File: config.mk
export PLATFORM = sky130hd
export DESIGN_NAME = mm_cell
export DESIGN_NICKNAME = d
export VERILOG_FILES = /design/src/hw/rtl/mm_pkg.sv /design/src/hw/rtl/mm_cell.sv
export SDC_FILE = /design/constraint.sdc
export NUM_CORES = 1
export LEC_CHECK = 0
export BUFFER_PORTS_ARGS = -buffer_cell sky130_fd_sc_hd__buf_2
export CAP_MARGIN = 30
export CELL_PAD_IN_SITES_DETAIL_PLACEMENT = 1
export CELL_PAD_IN_SITES_GLOBAL_PLACEMENT = 1
export CORE_MARGIN = 1
export CORE_UTILIZATION = 52
export CTS_CLUSTER_DIAMETER = 150
export DETAILED_ROUTE_END_ITERATION = 7
export PLACE_DENSITY = 0.81
export SETUP_SLACK_MARGIN = 0.4
export SLEW_MARGIN = 0
export SYNTH_ARGS = -nofsm -noshare
export SYNTH_HDL_FRONTEND = slang
export SYNTH_SLANG_ARGS = --single-unit
export TNS_END_PERCENT = 5
File: constraint.sdc
create_clock -name clk -period 9.45 [get_ports clk]
set_input_delay 1.4175 -clock clk [delete_from_list [all_inputs] [get_ports clk]]
set_output_delay 1.4175 -clock clk [all_outputs]
set_load 0.02 [all_outputs]
File: src/hw/rtl/mm_pkg.sv
// ----------------------------------------------------------------------------
// mm_pkg: shared constants, types and helpers
// sizes, opcodes, register map and the word formats that travel the chain
// ----------------------------------------------------------------------------
package mm_pkg;

  localparam int MAX_DIM = 8;
  localparam int ELEM_W  = 16;
  localparam int IDX_W   = $clog2(MAX_DIM);
  localparam int CNT_W   = $clog2(MAX_DIM + 1);
  localparam int PROD_W  = 2 * ELEM_W;
  localparam int SUM_W   = PROD_W + IDX_W;
  localparam int REG_W   = 4;
  localparam int RST_DIM = 8;
  localparam int ADDR_W  = 4;
  localparam int DATA_W  = 32;
  localparam int RIDX_W  = ADDR_W - 2;

  typedef enum logic [1:0] {
    OP_LOAD_A  = 2'd0,
    OP_LOAD_B  = 2'd1,
    OP_COMPUTE = 2'd2,
    OP_NOP     = 2'd3
  } op_t;

  localparam logic [RIDX_W-1:0] REG_ROWS_A    = 2'd0;
  localparam logic [RIDX_W-1:0] REG_INNER_DIM = 2'd1;
  localparam logic [RIDX_W-1:0] REG_COLS_B    = 2'd2;

  // partial-sum word handed from cell to cell
  typedef struct packed {
    logic                    valid;
    logic [IDX_W-1:0]        row;
    logic [IDX_W-1:0]        col;
    logic                    last;
    logic signed [SUM_W-1:0] psum;
  } tok_t;

  // store write broadcast to all cells
  typedef struct packed {
    logic                     a_we;
    logic                     b_we;
    logic [IDX_W-1:0]         dest;
    logic [IDX_W-1:0]         addr;
    logic signed [ELEM_W-1:0] data;
  } wr_t;

  // zero reads as one, anything above the array size clips to it
  function automatic logic [CNT_W-1:0] dim_sat(input logic [REG_W-1:0] r);
    logic [CNT_W-1:0] d;
    if (r == '0) begin
      d = CNT_W'(1);
    end else if (int'(r) > MAX_DIM) begin
      d = CNT_W'(MAX_DIM);
    end else begin
      d = CNT_W'(r);
    end
    return d;
  endfunction

endpackage

File: src/hw/rtl/mm_cell.sv
// ----------------------------------------------------------------------------
// mm_cell: one multiply-accumulate cell of the chain
// holds column k of A and row k of B, adds a[i][k]*b[k][j] to the passing word
// ----------------------------------------------------------------------------
module mm_cell (
  input  logic                       clk,
  input  logic                       rst,
  input  logic                       en,
  input  logic [mm_pkg::IDX_W-1:0]   idx,
  input  logic [mm_pkg::CNT_W-1:0]   kd,
  input  mm_pkg::wr_t                wr,
  input  mm_pkg::tok_t               tok_in,
  output mm_pkg::tok_t               tok_out
);

  logic signed [mm_pkg::ELEM_W-1:0] a_col [mm_pkg::MAX_DIM];
  logic signed [mm_pkg::ELEM_W-1:0] b_row [mm_pkg::MAX_DIM];
  logic signed [mm_pkg::PROD_W-1:0] prod;
  logic signed [mm_pkg::SUM_W-1:0]  prod_ext;
  logic                             active;
  mm_pkg::tok_t                     tok_next;

  always_ff @(posedge clk) begin
    if (wr.a_we && wr.dest == idx) begin
      a_col[wr.addr] <= wr.data;
    end
    if (wr.b_we && wr.dest == idx) begin
      b_row[wr.addr] <= wr.data;
    end
  end

  assign prod     = a_col[tok_in.row] * b_row[tok_in.col];
  assign prod_ext = {{(mm_pkg::SUM_W - mm_pkg::PROD_W){prod[mm_pkg::PROD_W-1]}}, prod};
  // cells past the inner dimension just pass the word along
  assign active   = mm_pkg::CNT_W'(idx) < kd;

  always_comb begin
    tok_next = tok_in;
    if (active) begin
      tok_next.psum = tok_in.psum + prod_ext;
    end
  end

  always_ff @(posedge clk) begin
    if (rst) begin
      tok_out.valid <= 1'b0;
    end else if (en) begin
      tok_out <= tok_next;
    end
  end

endmodule

==> flow_summary.json <==
{
  "yosys_warnings": 0,
  "worstMarginPinSlew_ns": 1.10,
  "dp_slack_ns": 0.245,
  "num_rows": 76,
  "drive_gt1_frac": 0.171,
  "cts.sinks": 299,
  "synthesis.nets": 2318,
  "ys_seq_elements": 299,
  "synth_top_area_frac": 0.389,
  "ctsRootBufferMaster": "clkbuf_16",
  "ys_async_sr_fraction": 0,
  "fmax_ghz": 0.115,
  "synth-edff-count": 298,
  "drv_slew": 0,
  "first_pass_iters": 5,
  "dieWidth_um": 212,
  "initial_utilization": 0.530,
  "ios": 120,
  "critical_path_required_ns": 9.90,
  "yosysSeqAreaShare": 0.390,
  "max-cap-violations": 0,
  "chipHeight_um": 212,
  "finClkSkew_ns": 0.0469,
  "ys_top_cells_by_area": "edfxtp_1, fa_1, mux4_2, inv_1, ha_1",
  "hold_path_class": "reg2reg",
  "post_cts_buffers": 0,
  "ant_nets": 0,
  "post_cts_resized": 0,
  "grt_setup_unrepaired": "no",
  "grt_overflow": 0,
  "totalWireLength_mm": 65.0,
  "finalSetupViolCount": 0,
  "layout.nets": 2473,
  "max_slew_margin": 0.248,
  "crit_fanout": 15,
  "grt.total_usage": 0.303,
  "portBuffers": 119,
  "clk_latency_ns": 0.64,
  "grt_pass1_vias": 16800,
  "grt_max_degree": 42,
  "antenna_cells": 0,
  "cts.htree.levels": 1,
  "vias": 14800,
  "via_per_inst": 5.71,
  "globalplace.congestion": 0.935,
  "nFillCells": 4410,
  "syn_avg_cell_area_um2": 12.6,
  "clk_path_buf_depth": 3,
  "min_period_ns": 8.70,
  "multi_input_area_um2": 12500,
  "yosys_most_used_dff": "edfxtp_1",
  "cts_made_buffers": 31,
  "setup_tns_ns": 0,
  "cp_data_arrival_time_ns": 9.15,
  "drc": 0,
  "yosysTopAreaCell": "edfxtp_1",
  "synthesis.area_um2": 23000,
  "wl_per_cell_um": 25.1,
  "dpl.hpwl_mm": 50.4,
  "drtIter0Drc": 1060,
  "hold_viol_final": 0,
  "clk_pin_slew_ns": 0.08,
  "endpoint_kind": "register",
  "status": "finished, final reports clean",
  "worstSetupPathType": "in2reg",
  "dieArea_um2": 45000,
  "grt_pass1_wl_mm": 99.8,
  "synth_cells": 1825,
  "start_kind": "input port",
  "core_um2": 43400,
  "antenna_found_initial": 0,
  "syn_to_final_growth_pct": 12.3,
  "layout_setup_ws_ns": 0.752,
  "cts_hold_buf": 0,
  "regArea_um2": 8970,
  "ys_types": 60,
  "tritoncts": "done",
  "fin_crit_sh": 0.920
}
stage by stage:
stage	std cells	cell area [µm²]	utilization	hold WS [ns]
after global routing	2589	25800	0.596	0.559
after CTS	2588	25800	0.595	0.530
final	2589	25800	0.596	0.521
after floorplan	1825	23000	-	0.579
after detailed placement	2531	24700	0.571	0.522
after global placement	2516	24500	0.564	0.469
cells by family after synthesis:
logic type / after synthesis / synth area share
XOR/XNOR: 29 / 0.0111
flip-flops: 299 / 0.390
AND/OR/NAND/NOR: 406 / 0.0735
AO/OA/AOI/OAI: 141 / 0.0406
buffers and inverters: 419 / 0.0703
adder cells (fa/ha/maj): 416 / 0.328
multiplexers: 115 / 0.0867
state kept, by name (all words and copies together) (netlist names):
name / flops
a_col: 128
b_row: 128
tok_out: 43
per-layer routing:
layer  GRT usage  wire length, µm  vias up
li1            -                -     6316
met1       0.391            25200     7712
met2       0.531            33400      613
met3      0.0417             4380      141
met4      0.0950             2020        0
met5           0                0        -
worst paths after layout:
kind                            start                        to  slack (ns)  cells after the start
max reg2reg     a_col[7][8]$_DFFE_PP_     tok_out[32]$_DFFE_PP_        1.75                     21
max                        tok_in[40]     tok_out[32]$_DFFE_PP_        0.75                     23
min reg2reg  tok_out[42]$_SDFFE_PP0P_  tok_out[42]$_SDFFE_PP0P_        0.52                      2
min          tok_out[42]$_SDFFE_PP0P_  tok_out[42]$_SDFFE_PP0P_        0.52                      2
layout make-up:
type                       count  area share
sequential                   299       0.347
timing repair buffer         171      0.0459
clock inverter                22      0.0103
inverter                     370      0.0538
clock buffer                  35      0.0306
multi-input combinational   1107       0.484
tap                          585      0.0283
cell usage after synthesis, types with 2 or more instances:
library cell / instances
and2_1: 10
o211ai_1: 4
a211oi_1: 7
inv_1: 369
nor3_1: 19
buf_1: 6
mux4_2: 64
a21boi_0: 2
a31oi_1: 3
nor2_1: 174
nand3b_1: 2
a21oi_1: 40
buf_2: 19
o31a_1: 3
nand2b_1: 11
mux2_2: 23
o21ai_1: 5
o21a_1: 11
buf_4: 3
clkbuf_1: 20
o311ai_0: 3
fa_1: 310
xnor2_1: 20
mux2i_1: 25
and3_1: 6
o31ai_1: 6
o21bai_1: 2
ha_1: 106
nand3_1: 8
a21o_1: 15
o21ai_0: 26
and4_1: 2
nand2_1: 159
edfxtp_1: 298
xor2_1: 9
or2_2: 3
a211oi_2: 3
mux2i_2: 3
nor2b_1: 5
worst max-delay path: stages:
cell and delay [ns]:
buf_2 0.37, buf_4 0.32, mux4_2 0.36, mux2i_1 0.87, nor2_1 0.24, fa_1 0.62
inv_1 0.06, fa_1 0.47, fa_1 0.53, inv_1 0.06, fa_1 0.48, fa_1 0.52
inv_1 0.06, fa_1 0.49, inv_1 0.04, ha_1 0.34, a211oi_2 0.26, o21ai_1 0.14
a32oi_2 0.38, a211oi_1 0.18, or3_1 0.38, o2111a_1 0.26, a211oi_1 0.26
cell usage in the layout (no fill, tap or decap), types with 26 or more instances in the layout:
cell	netlist	final
inv_1	369	369
mux4_2	64	64
a21oi_1	40	40
nand2_1	159	159
ha_1	106	106
nor2_1	174	161
buf_4	3	35
clkbuf_16	0	31
edfxtp_1	298	298
o21ai_0	26	26
buf_2	19	119
fa_1	310	310
Power is not shown: default switching activity piles up to over one toggle a cycle in this logic, so the estimate is an artifact.
