`src/hw/rtl/mm_pkg.sv`:
```
// ----------------------------------------------------------------------------
// mm_pkg: shared constants, types and helpers
// sizes, opcodes, register map and the word formats that travel the chain
// ----------------------------------------------------------------------------
package mm_pkg;

  localparam int MAX_DIM = 8;
  localparam int ELEM_W  = 16;
  localparam int IDX_W   = $clog2(MAX_DIM);
  localparam int CNT_W   = $clog2(MAX_DIM + 1);
  localparam int PROD_W  = 2 * ELEM_W;
  localparam int SUM_W   = PROD_W + IDX_W;
  localparam int REG_W   = 4;
  localparam int RST_DIM = 8;
  localparam int ADDR_W  = 4;
  localparam int DATA_W  = 32;
  localparam int RIDX_W  = ADDR_W - 2;

  typedef enum logic [1:0] {
    OP_LOAD_A  = 2'd0,
    OP_LOAD_B  = 2'd1,
    OP_COMPUTE = 2'd2,
    OP_NOP     = 2'd3
  } op_t;

  localparam logic [RIDX_W-1:0] REG_ROWS_A    = 2'd0;
  localparam logic [RIDX_W-1:0] REG_INNER_DIM = 2'd1;
  localparam logic [RIDX_W-1:0] REG_COLS_B    = 2'd2;

  // partial-sum word handed from cell to cell
  typedef struct packed {
    logic                    valid;
    logic [IDX_W-1:0]        row;
    logic [IDX_W-1:0]        col;
    logic                    last;
    logic signed [SUM_W-1:0] psum;
  } tok_t;

  // store write broadcast to all cells
  typedef struct packed {
    logic                     a_we;
    logic                     b_we;
    logic [IDX_W-1:0]         dest;
    logic [IDX_W-1:0]         addr;
    logic signed [ELEM_W-1:0] data;
  } wr_t;

  // zero reads as one, anything above the array size clips to it
  function automatic logic [CNT_W-1:0] dim_sat(input logic [REG_W-1:0] r);
    logic [CNT_W-1:0] d;
    if (r == '0) begin
      d = CNT_W'(1);
    end else if (int'(r) > MAX_DIM) begin
      d = CNT_W'(MAX_DIM);
    end else begin
      d = CNT_W'(r);
    end
    return d;
  endfunction

endpackage

```
`src/hw/rtl/mm_seq.sv`:
```
// ----------------------------------------------------------------------------
// mm_seq: product element sequencer
// walks the elements of C in row-major order and, while en is high, feeds one word per cycle
// ----------------------------------------------------------------------------
module mm_seq (
  input  logic                     clk,
  input  logic                     rst,
  input  logic                     en,
  input  logic                     start,
  input  logic [mm_pkg::CNT_W-1:0] m,
  input  logic [mm_pkg::CNT_W-1:0] n,
  output mm_pkg::tok_t             tok
);

  typedef enum logic {
    IDLE,
    RUN
  } state_t;

  state_t                   state;
  logic [mm_pkg::IDX_W-1:0] i;
  logic [mm_pkg::IDX_W-1:0] j;
  logic                     last_i;
  logic                     last_j;

  assign last_i = mm_pkg::CNT_W'(i) == m - 1'b1;
  assign last_j = mm_pkg::CNT_W'(j) == n - 1'b1;

  always_comb begin
    tok       = '0;
    tok.valid = state == RUN;
    tok.row   = i;
    tok.col   = j;
    tok.last  = last_i && last_j;
  end

  always_ff @(posedge clk) begin
    if (rst) begin
      state <= IDLE;
      i     <= '0;
      j     <= '0;
    end else begin
      unique case (state)
        IDLE: begin
          if (start) begin
            state <= RUN;
            i     <= '0;
            j     <= '0;
          end
        end
        RUN: begin
          if (en) begin
            if (last_j) begin
              j <= '0;
              if (last_i) begin
                state <= IDLE;
              end else begin
                i <= i + 1'b1;
              end
            end else begin
              j <= j + 1'b1;
            end
          end
        end
        default: state <= IDLE;
      endcase
    end
  end

endmodule

```
`config.mk`:
```
export PLATFORM = sky130hd
export DESIGN_NAME = mm_seq
export DESIGN_NICKNAME = d
export VERILOG_FILES = /design/src/hw/rtl/mm_pkg.sv /design/src/hw/rtl/mm_seq.sv
export SDC_FILE = /design/constraint.sdc
export NUM_CORES = 1
export LEC_CHECK = 0
export BUFFER_PORTS_ARGS = -buffer_cell sky130_fd_sc_hd__buf_2
export CORE_ASPECT_RATIO = 1.5
export CORE_MARGIN = 4
export CORE_UTILIZATION = 41
export DETAILED_ROUTE_END_ITERATION = 10
export PLACE_DENSITY = 0.79
export SYNTH_ARGS = -nofsm -noshare
export SYNTH_HDL_FRONTEND = slang
export SYNTH_SLANG_ARGS = --single-unit
```
`constraint.sdc`:
```
create_clock -name clk -period 1.9 [get_ports clk]
set_input_delay 0.285 -clock clk [delete_from_list [all_inputs] [get_ports clk]]
set_output_delay 0.285 -clock clk [all_outputs]
set_load 0.01 [all_outputs]
```
==> results of run 1 <==
==> routing by layer <==
layer  vias to the layer above  GRT usage  wire length (um)
li1                        300          -                 -
met1                       273     0.0958               483
met2                        43      0.172               784
met3                         0     0.0519               205
met4                         0     0.0226                 0
met5                         -          0                 0
==> cell usage in the layout (no fill, tap or decap) <==
master	instances
conb_1	35
ha_1	3
clkbuf_4	3
a31oi_1	1
nor3_4	1
a311oi_1	1
xnor3_1	1
nand3_1	1
buf_2	19
inv_2	2
nand4b_1	1
xnor2_1	3
nand3b_1	1
nand2_1	7
dfxtp_1	7
ha_4	1
a21oi_1	4
o21ba_1	1
nor3_2	1
nor3_1	4
o211ai_2	1
nor2_1	3
clkbuf_1	1
mux2_2	1
nor4_2	1
nand3_2	1
xor2_1	3
a22o_1	1
xor3_1	1
buf_4	3
inv_1	4
o2bb2ai_1	1
o21ai_0	2
a21boi_0	1
==> power by group through the flow <==
stage                     sequential [mW]  combinational [mW]  clock [mW]
after detailed placement            0.158               0.115           0
after global routing                0.156               0.138       0.150
final                               0.155               0.125       0.129
after global placement              0.158               0.113           0
after floorplan                     0.158               0.140           0
after CTS                           0.156               0.119       0.134
==> cell type report <==
class | count | share of cell area
clock buffer | 4 | 0.0307
timing repair buffer | 22 | 0.137
inverter | 6 | 0.0263
sequential | 7 | 0.164
multi-input combinational | 82 | 0.612
tap | 21 | 0.0307
==> sequential cells by signal, indices dropped and copies added, names as in the netlist <==
signal,flops
i,3
j,3
state,1
==> kinds of logic (layout without fill, tap and decap cells) <==
| kind of cell | after synthesis | count (layout) |
|---|---|---|
| fa+ha+maj | 4 | 4 |
| simple gates | 21 | 21 |
| other cells | 1 | 35 |
| flops | 7 | 7 |
| compound gates | 13 | 13 |
| xor+xnor | 8 | 8 |
| buf+inv | 43 | 32 |
| mux | 1 | 1 |
==> what timing repair did <==
item / CTS / global route
resized for setup: 1 / 5
gates cloned: 0 / 0
pin swaps: 2 / 1
setup endpoints to repair: 1 / 1
==> stage by stage <==
| step | hold WS [ns] | power, mW | setup TNS, ns | cell area (um2) | instances |
|---|---|---|---|---|---|
| after floorplan | 0.400 | 0.298 | 0 | 938 | 132 |
| after global placement | 0.492 | 0.271 | -0.0563 | 808 | 138 |
| after detailed placement | 0.510 | 0.274 | -0.172 | 808 | 138 |
| after CTS | 0.267 | 0.408 | 0 | 840 | 142 |
| after global routing | 0.269 | 0.444 | 0 | 857 | 142 |
| final | 0.274 | 0.409 | 0 | 857 | 142 |
==> how the worst max path moves through the flow <==
stage                            from       to  slack (ns)  depth (start not counted)
floorplan                        n[0]  tok[35]        0.14                          6
global placement                 n[0]  tok[35]       -0.05                          8
detailed placement               n[0]  tok[35]        -0.1                          8
CTS                              n[0]  tok[35]        0.03                          8
global route        i[2]$_SDFFE_PP0P_  tok[35]       0.009                          4
finish                           n[1]  tok[35]        0.11                          8
==> critical path, cell delays in order <==
cell and delay [ns]:
buf_2 0.09, inv_2 0.04, ha_4 0.15, xor3_1 0.39, nor3_4 0.14, nand2_1 0.08
nor3_2 0.16, buf_2 0.17
==> flow_metrics.env, run 1 <==
export IMPL_gp_congestion=0.826
export IMPL_utilization=0.462
export IMPL_async_flop_share=0
export IMPL_fin_skew_ns=0.00381
export IMPL_wl_per_cell_um=10.4
export IMPL_die_area_mm2=0.00277
export IMPL_ys_types=28
export IMPL_synth_cells=98
export IMPL_setup_violations=0
export IMPL_synth_top_family_by_area="buffers and inverters"
export IMPL_io_pins=55
export IMPL_synth_top_area_share=0.333
export IMPL_whs_path_depth=2
export IMPL_start_util=0.437
export IMPL_hold_viol=0
export IMPL_synth_fa_ha_area_frac=0.0617
export IMPL_routed_wl_um=1470
export IMPL_cts_buffers=3
export IMPL_clock_latency_ns=0.25
export IMPL_drive_gt1_frac=0.281
export IMPL_netlist_area_um2=811
export IMPL_ff_latch_area_um2=140
export IMPL_p_switching_mw=0.136
export IMPL_layout_setup_ws_ns=0.106
export IMPL_synthToLayoutAreaGrowth_pct=5.71
export IMPL_clock_root_buffer="clkbuf_4"
export IMPL_multi_input_area_um2=524
export IMPL_drv_cap=0
export IMPL_power_density_mw_per_mm2=478
export IMPL_cts_tree="yes"
export IMPL_layout_min_cycle_time_ns=1.79
export IMPL_firstDrtPassIters=4
export IMPL_clk_pin_slew_ns=0.05
export IMPL_clockPowerShare=0.316
export IMPL_required_ns=1.62
export IMPL_crit_type="in2out"
export IMPL_vias=616
export IMPL_grtUsageTotal=0.0972
export IMPL_syn_avg_cell_area_um2=8.27
export IMPL_routed_via_density=4.34
export IMPL_tightestPinTransition_ns=0.523
export IMPL_yosys_area_share_simple=0.145
export IMPL_synth_compound_area_frac=0.114
export IMPL_ff2ff_path_depth=5
export IMPL_detail_route_antenna_nets=0
export IMPL_grt_max_degree=9
export IMPL_diodes=0
export IMPL_clock_sinks=7
export IMPL_grt_pass1_vias=502
export IMPL_h_tree_depth=1
export IMPL_synth_most_common_cell="buf_4"
export IMPL_cts_path_max_buffers=2
export IMPL_slew_headroom=0.648
export IMPL_ys_ff_latch=7
export IMPL_cts_hold_fix_buffers=0
export IMPL_synth_common_cells="buf_4, dfxtp_1, nand2_1, inv_1, nor3_1"
export IMPL_fmax_ghz=0.557
export IMPL_post_route_period_util=0.944
export IMPL_yosysSeqAreaShare=0.173
export IMPL_nets=138
export IMPL_endpoint_kind="primary output"
export IMPL_min_delay_start="en"
export IMPL_reg2reg_to="i[0]$_SDFFE_PP0P_"
export IMPL_antenna_found_initial=0
export IMPL_dpl_hpwl_um=1250
export IMPL_postCtsSetupBuffers=0
export IMPL_synth_edf_count=0
export IMPL_core_area_mm2=0.00185
export IMPL_rows=19
export IMPL_ir_drop_v=0.000556
export IMPL_nFillCells=190
export IMPL_synth_top_area_cell="buf_4"
export IMPL_p_leak_nw=0.457
export IMPL_die_w_um=44.3
export IMPL_sw_frac_of_total=0.332
export IMPL_grt_pass1_wl_um=2040
export IMPL_r2r_start="i[2]$_SDFFE_PP0P_"
export IMPL_drc=0
export IMPL_status="finished clean"
export IMPL_comb_power_share=0.304
export IMPL_synthFlopType="dfxtp_1"
export IMPL_pwr_share_seq=0.380
export IMPL_synth_area_leaders="buf_4, dfxtp_1, ha_1"
export IMPL_cellInternalPower_mw=0.274
export IMPL_crit_fanout=2
export IMPL_gr_total_overflow=0
export IMPL_yosys_warnings=0
export IMPL_report_final_slew_viol_count=0
export IMPL_initialDrtViolationCount=3
export IMPL_worstHoldEndpoint="state$_SDFF_PP0_"
export IMPL_port_buffers=19
export IMPL_rsz0062_at_grt="no"
export IMPL_synth_area_mux_share=0.0139
export IMPL_reg2reg_slack_ns=0.27
export IMPL_pre_cts_slack_ns=-0.0952
export IMPL_arrival_ns=1.51
export IMPL_start_kind="input pin"
export IMPL_hp_class="in2reg"
export IMPL_synth_xor_area_frac=0.122
export IMPL_fp_dieH_um=62.5
No activity file was read; power rests on OpenSTA's default activity.
==> run 2: changes to the inputs <==
--- a/config.mk
+++ b/config.mk
@@ -8,9 +8,10 @@
 export BUFFER_PORTS_ARGS = -buffer_cell sky130_fd_sc_hd__buf_2
 export CORE_ASPECT_RATIO = 1.5
 export CORE_MARGIN = 4
-export CORE_UTILIZATION = 41
+export CORE_UTILIZATION = 40
 export DETAILED_ROUTE_END_ITERATION = 10
-export PLACE_DENSITY = 0.79
+export GPL_ROUTABILITY_DRIVEN = 0
+export PLACE_DENSITY = 0.78
 export SYNTH_ARGS = -nofsm -noshare
 export SYNTH_HDL_FRONTEND = slang
 export SYNTH_SLANG_ARGS = --single-unit
==> run 2 against run 1 <==
Net effect:
- flip-flop and latch count stayed put
- clock skew fell by 0.0018 ns
- final area down 1.9%
- routed wire length grew 4.9%
- first-iteration DRC count stayed put
- non-clock buffer count did not move
- clock-buffer cell count unchanged
- critical endpoint unchanged
- largest cell class unchanged
- largest power group unchanged
- highest routed layer is now met4
==> flow_metrics.env, run 2 (same netlist as run 1, synthesis figures left out) <==
export IMPL_routed_wl_um=1550
export IMPL_wl_per_cell_um=10.9
export IMPL_grt_pass1_wl_um=2280
export IMPL_cts_buffers=3
export IMPL_start_util=0.432
export IMPL_hp_class="in2reg"
export IMPL_port_buffers=19
export IMPL_endpoint_kind="primary output"
export IMPL_start_kind="flip-flop"
export IMPL_antenna_found_initial=0
export IMPL_p_switching_mw=0.147
export IMPL_final_cell_mix="conb_1, buf_2, nand2_1"
export IMPL_arrival_ns=1.58
export IMPL_gr_total_overflow=0
export IMPL_drc=0
export IMPL_rows=19
export IMPL_setup_violations=0
export IMPL_ir_drop_v=0.000203
export IMPL_grtUsageTotal=0.108
export IMPL_fp_dieH_um=63.1
export IMPL_required_ns=1.62
export IMPL_synthToLayoutAreaGrowth_pct=3.70
export IMPL_die_area_mm2=0.00283
export IMPL_cts_tree="yes"
export IMPL_firstDrtPassIters=2
export IMPL_fin_skew_ns=0.00201
export IMPL_pwr_share_seq=0.372
export IMPL_final_common_cell="conb_1"
export IMPL_clk_pin_slew_ns=0.05
export IMPL_whs_ns=0.263
export IMPL_comb_power_share=0.287
export IMPL_layout_setup_ws_ns=0.0319
export IMPL_nFillCells=212
export IMPL_vias=622
export IMPL_detail_route_antenna_nets=0
export IMPL_multi_input_area_um2=507
export IMPL_sw_frac_of_total=0.352
export IMPL_report_final_slew_viol_count=0
export IMPL_status="finished clean"
export IMPL_p_leak_nw=0.456
export IMPL_nets=138
export IMPL_diodes=0
export IMPL_p_total_mw=0.418
export IMPL_clock_sinks=7
export IMPL_power_density_mw_per_mm2=497
export IMPL_hold_viol=0
export IMPL_dpl_hpwl_um=1320
export IMPL_pre_cts_slack_ns=-0.110
export IMPL_clockPowerShare=0.341
export IMPL_cts_hold_fix_buffers=0
export IMPL_crit_fanout=5
export IMPL_initialDrtViolationCount=3
export IMPL_post_route_period_util=0.983
export IMPL_routed_via_density=4.38
export IMPL_drive_gt1_frac=0.256
export IMPL_clock_latency_ns=0.26
export IMPL_cellInternalPower_mw=0.271
export IMPL_layout_min_cycle_time_ns=1.87
export IMPL_h_tree_depth=1
export IMPL_fmax_ghz=0.535
export IMPL_rsz0062_at_grt="yes"
export IMPL_clock_root_buffer="clkbuf_4"
export IMPL_io_pins=55
export IMPL_drv_cap=0
export IMPL_crit_type="reg2out"
export IMPL_setup_tns_ns=0
export IMPL_grt_pass1_vias=562
export IMPL_die_w_um=44.8
export IMPL_core_area_mm2=0.00188
export IMPL_cts_path_max_buffers=2
export IMPL_grt_max_degree=9
export IMPL_ff_latch_area_um2=141
export IMPL_reg_largest_list="i x3, j x3, state x1"
==> run 2: cell count changes in the layout (fill, tap and decap cells not counted) <==
cell | before | now
nand3_2 | 1 | 0
nand3_1 | 1 | 2
ha_4 | 1 | 0
dfxtp_1 | 7 | 6
ha_1 | 3 | 4
dfxtp_2 | 0 | 1
inv_1 | 4 | 6
inv_2 | 2 | 0
==> run 2: final timing paths <==
| path | endpoint | depth (start not counted) | start | slack, ns |
|---|---|---|---|---|
| worst min register to register | j[1]$_SDFFE_PP0P_ | 2 | j[1]$_SDFFE_PP0P_ | 0.52 |
| worst min-delay path | state$_SDFF_PP0_ | 2 | en | 0.26 |
| worst max register to register | i[0]$_SDFFE_PP0P_ | 6 | j[2]$_SDFFE_PP0P_ | 0.17 |
| worst max-delay path | tok[35] | 5 | j[2]$_SDFFE_PP0P_ | 0.03 |
==> run 2: what timing repair did <==
action / in CTS / in global routing
hold endpoints to repair: 0 / 0
setup buffers: 1 / 0
endpoints found under the setup margin: 1 / 1
pin swaps: 3 / 1
resized for setup: 1 / 1
==> run 2: layer usage <==
layer	wire, um	GRT usage	vias to the layer above
met5	0	0	-
met4	49	0.0792	0
met3	161	0.0285	7
met2	831	0.189	35
met1	503	0.0997	280
li1	-	-	300
==> run 2: power groups by stage <==
stage          logic, mW  registers (mW)  clock network [mW]
2_1_floorplan      0.140           0.158                   0
4_1_cts            0.119           0.155               0.148
5_1_grt            0.132           0.156               0.153
3_3_place_gp       0.111           0.158                   0
6_report           0.120           0.155               0.143
3_5_place_dp       0.114           0.159                   0
==> run 2: area by class of cell <==
| type | instances | share of cell area |
|---|---|---|
| Clock buffer | 4 | 0.0313 |
| Inverter | 6 | 0.0268 |
| Tap cell | 21 | 0.0313 |
| Sequential cell | 7 | 0.168 |
| Multi-Input combinational cell | 82 | 0.603 |
| Timing Repair Buffer | 22 | 0.140 |
==> run 2: metrics by stage <==
stage	util	area [um2]	cells
after floorplan	-	938	132
after CTS	0.447	840	142
final	0.448	841	142
after global routing	0.448	841	142
after global placement	0.426	801	137
after detailed placement	0.426	801	137
==> run 2: critical path, cell delays in order, from the launching register on <==
cell     delay (ns)
dfxtp_2        0.34
xor3_1         0.40
nor3_4         0.19
nand2_1        0.08
nor3_2         0.15
buf_2          0.16
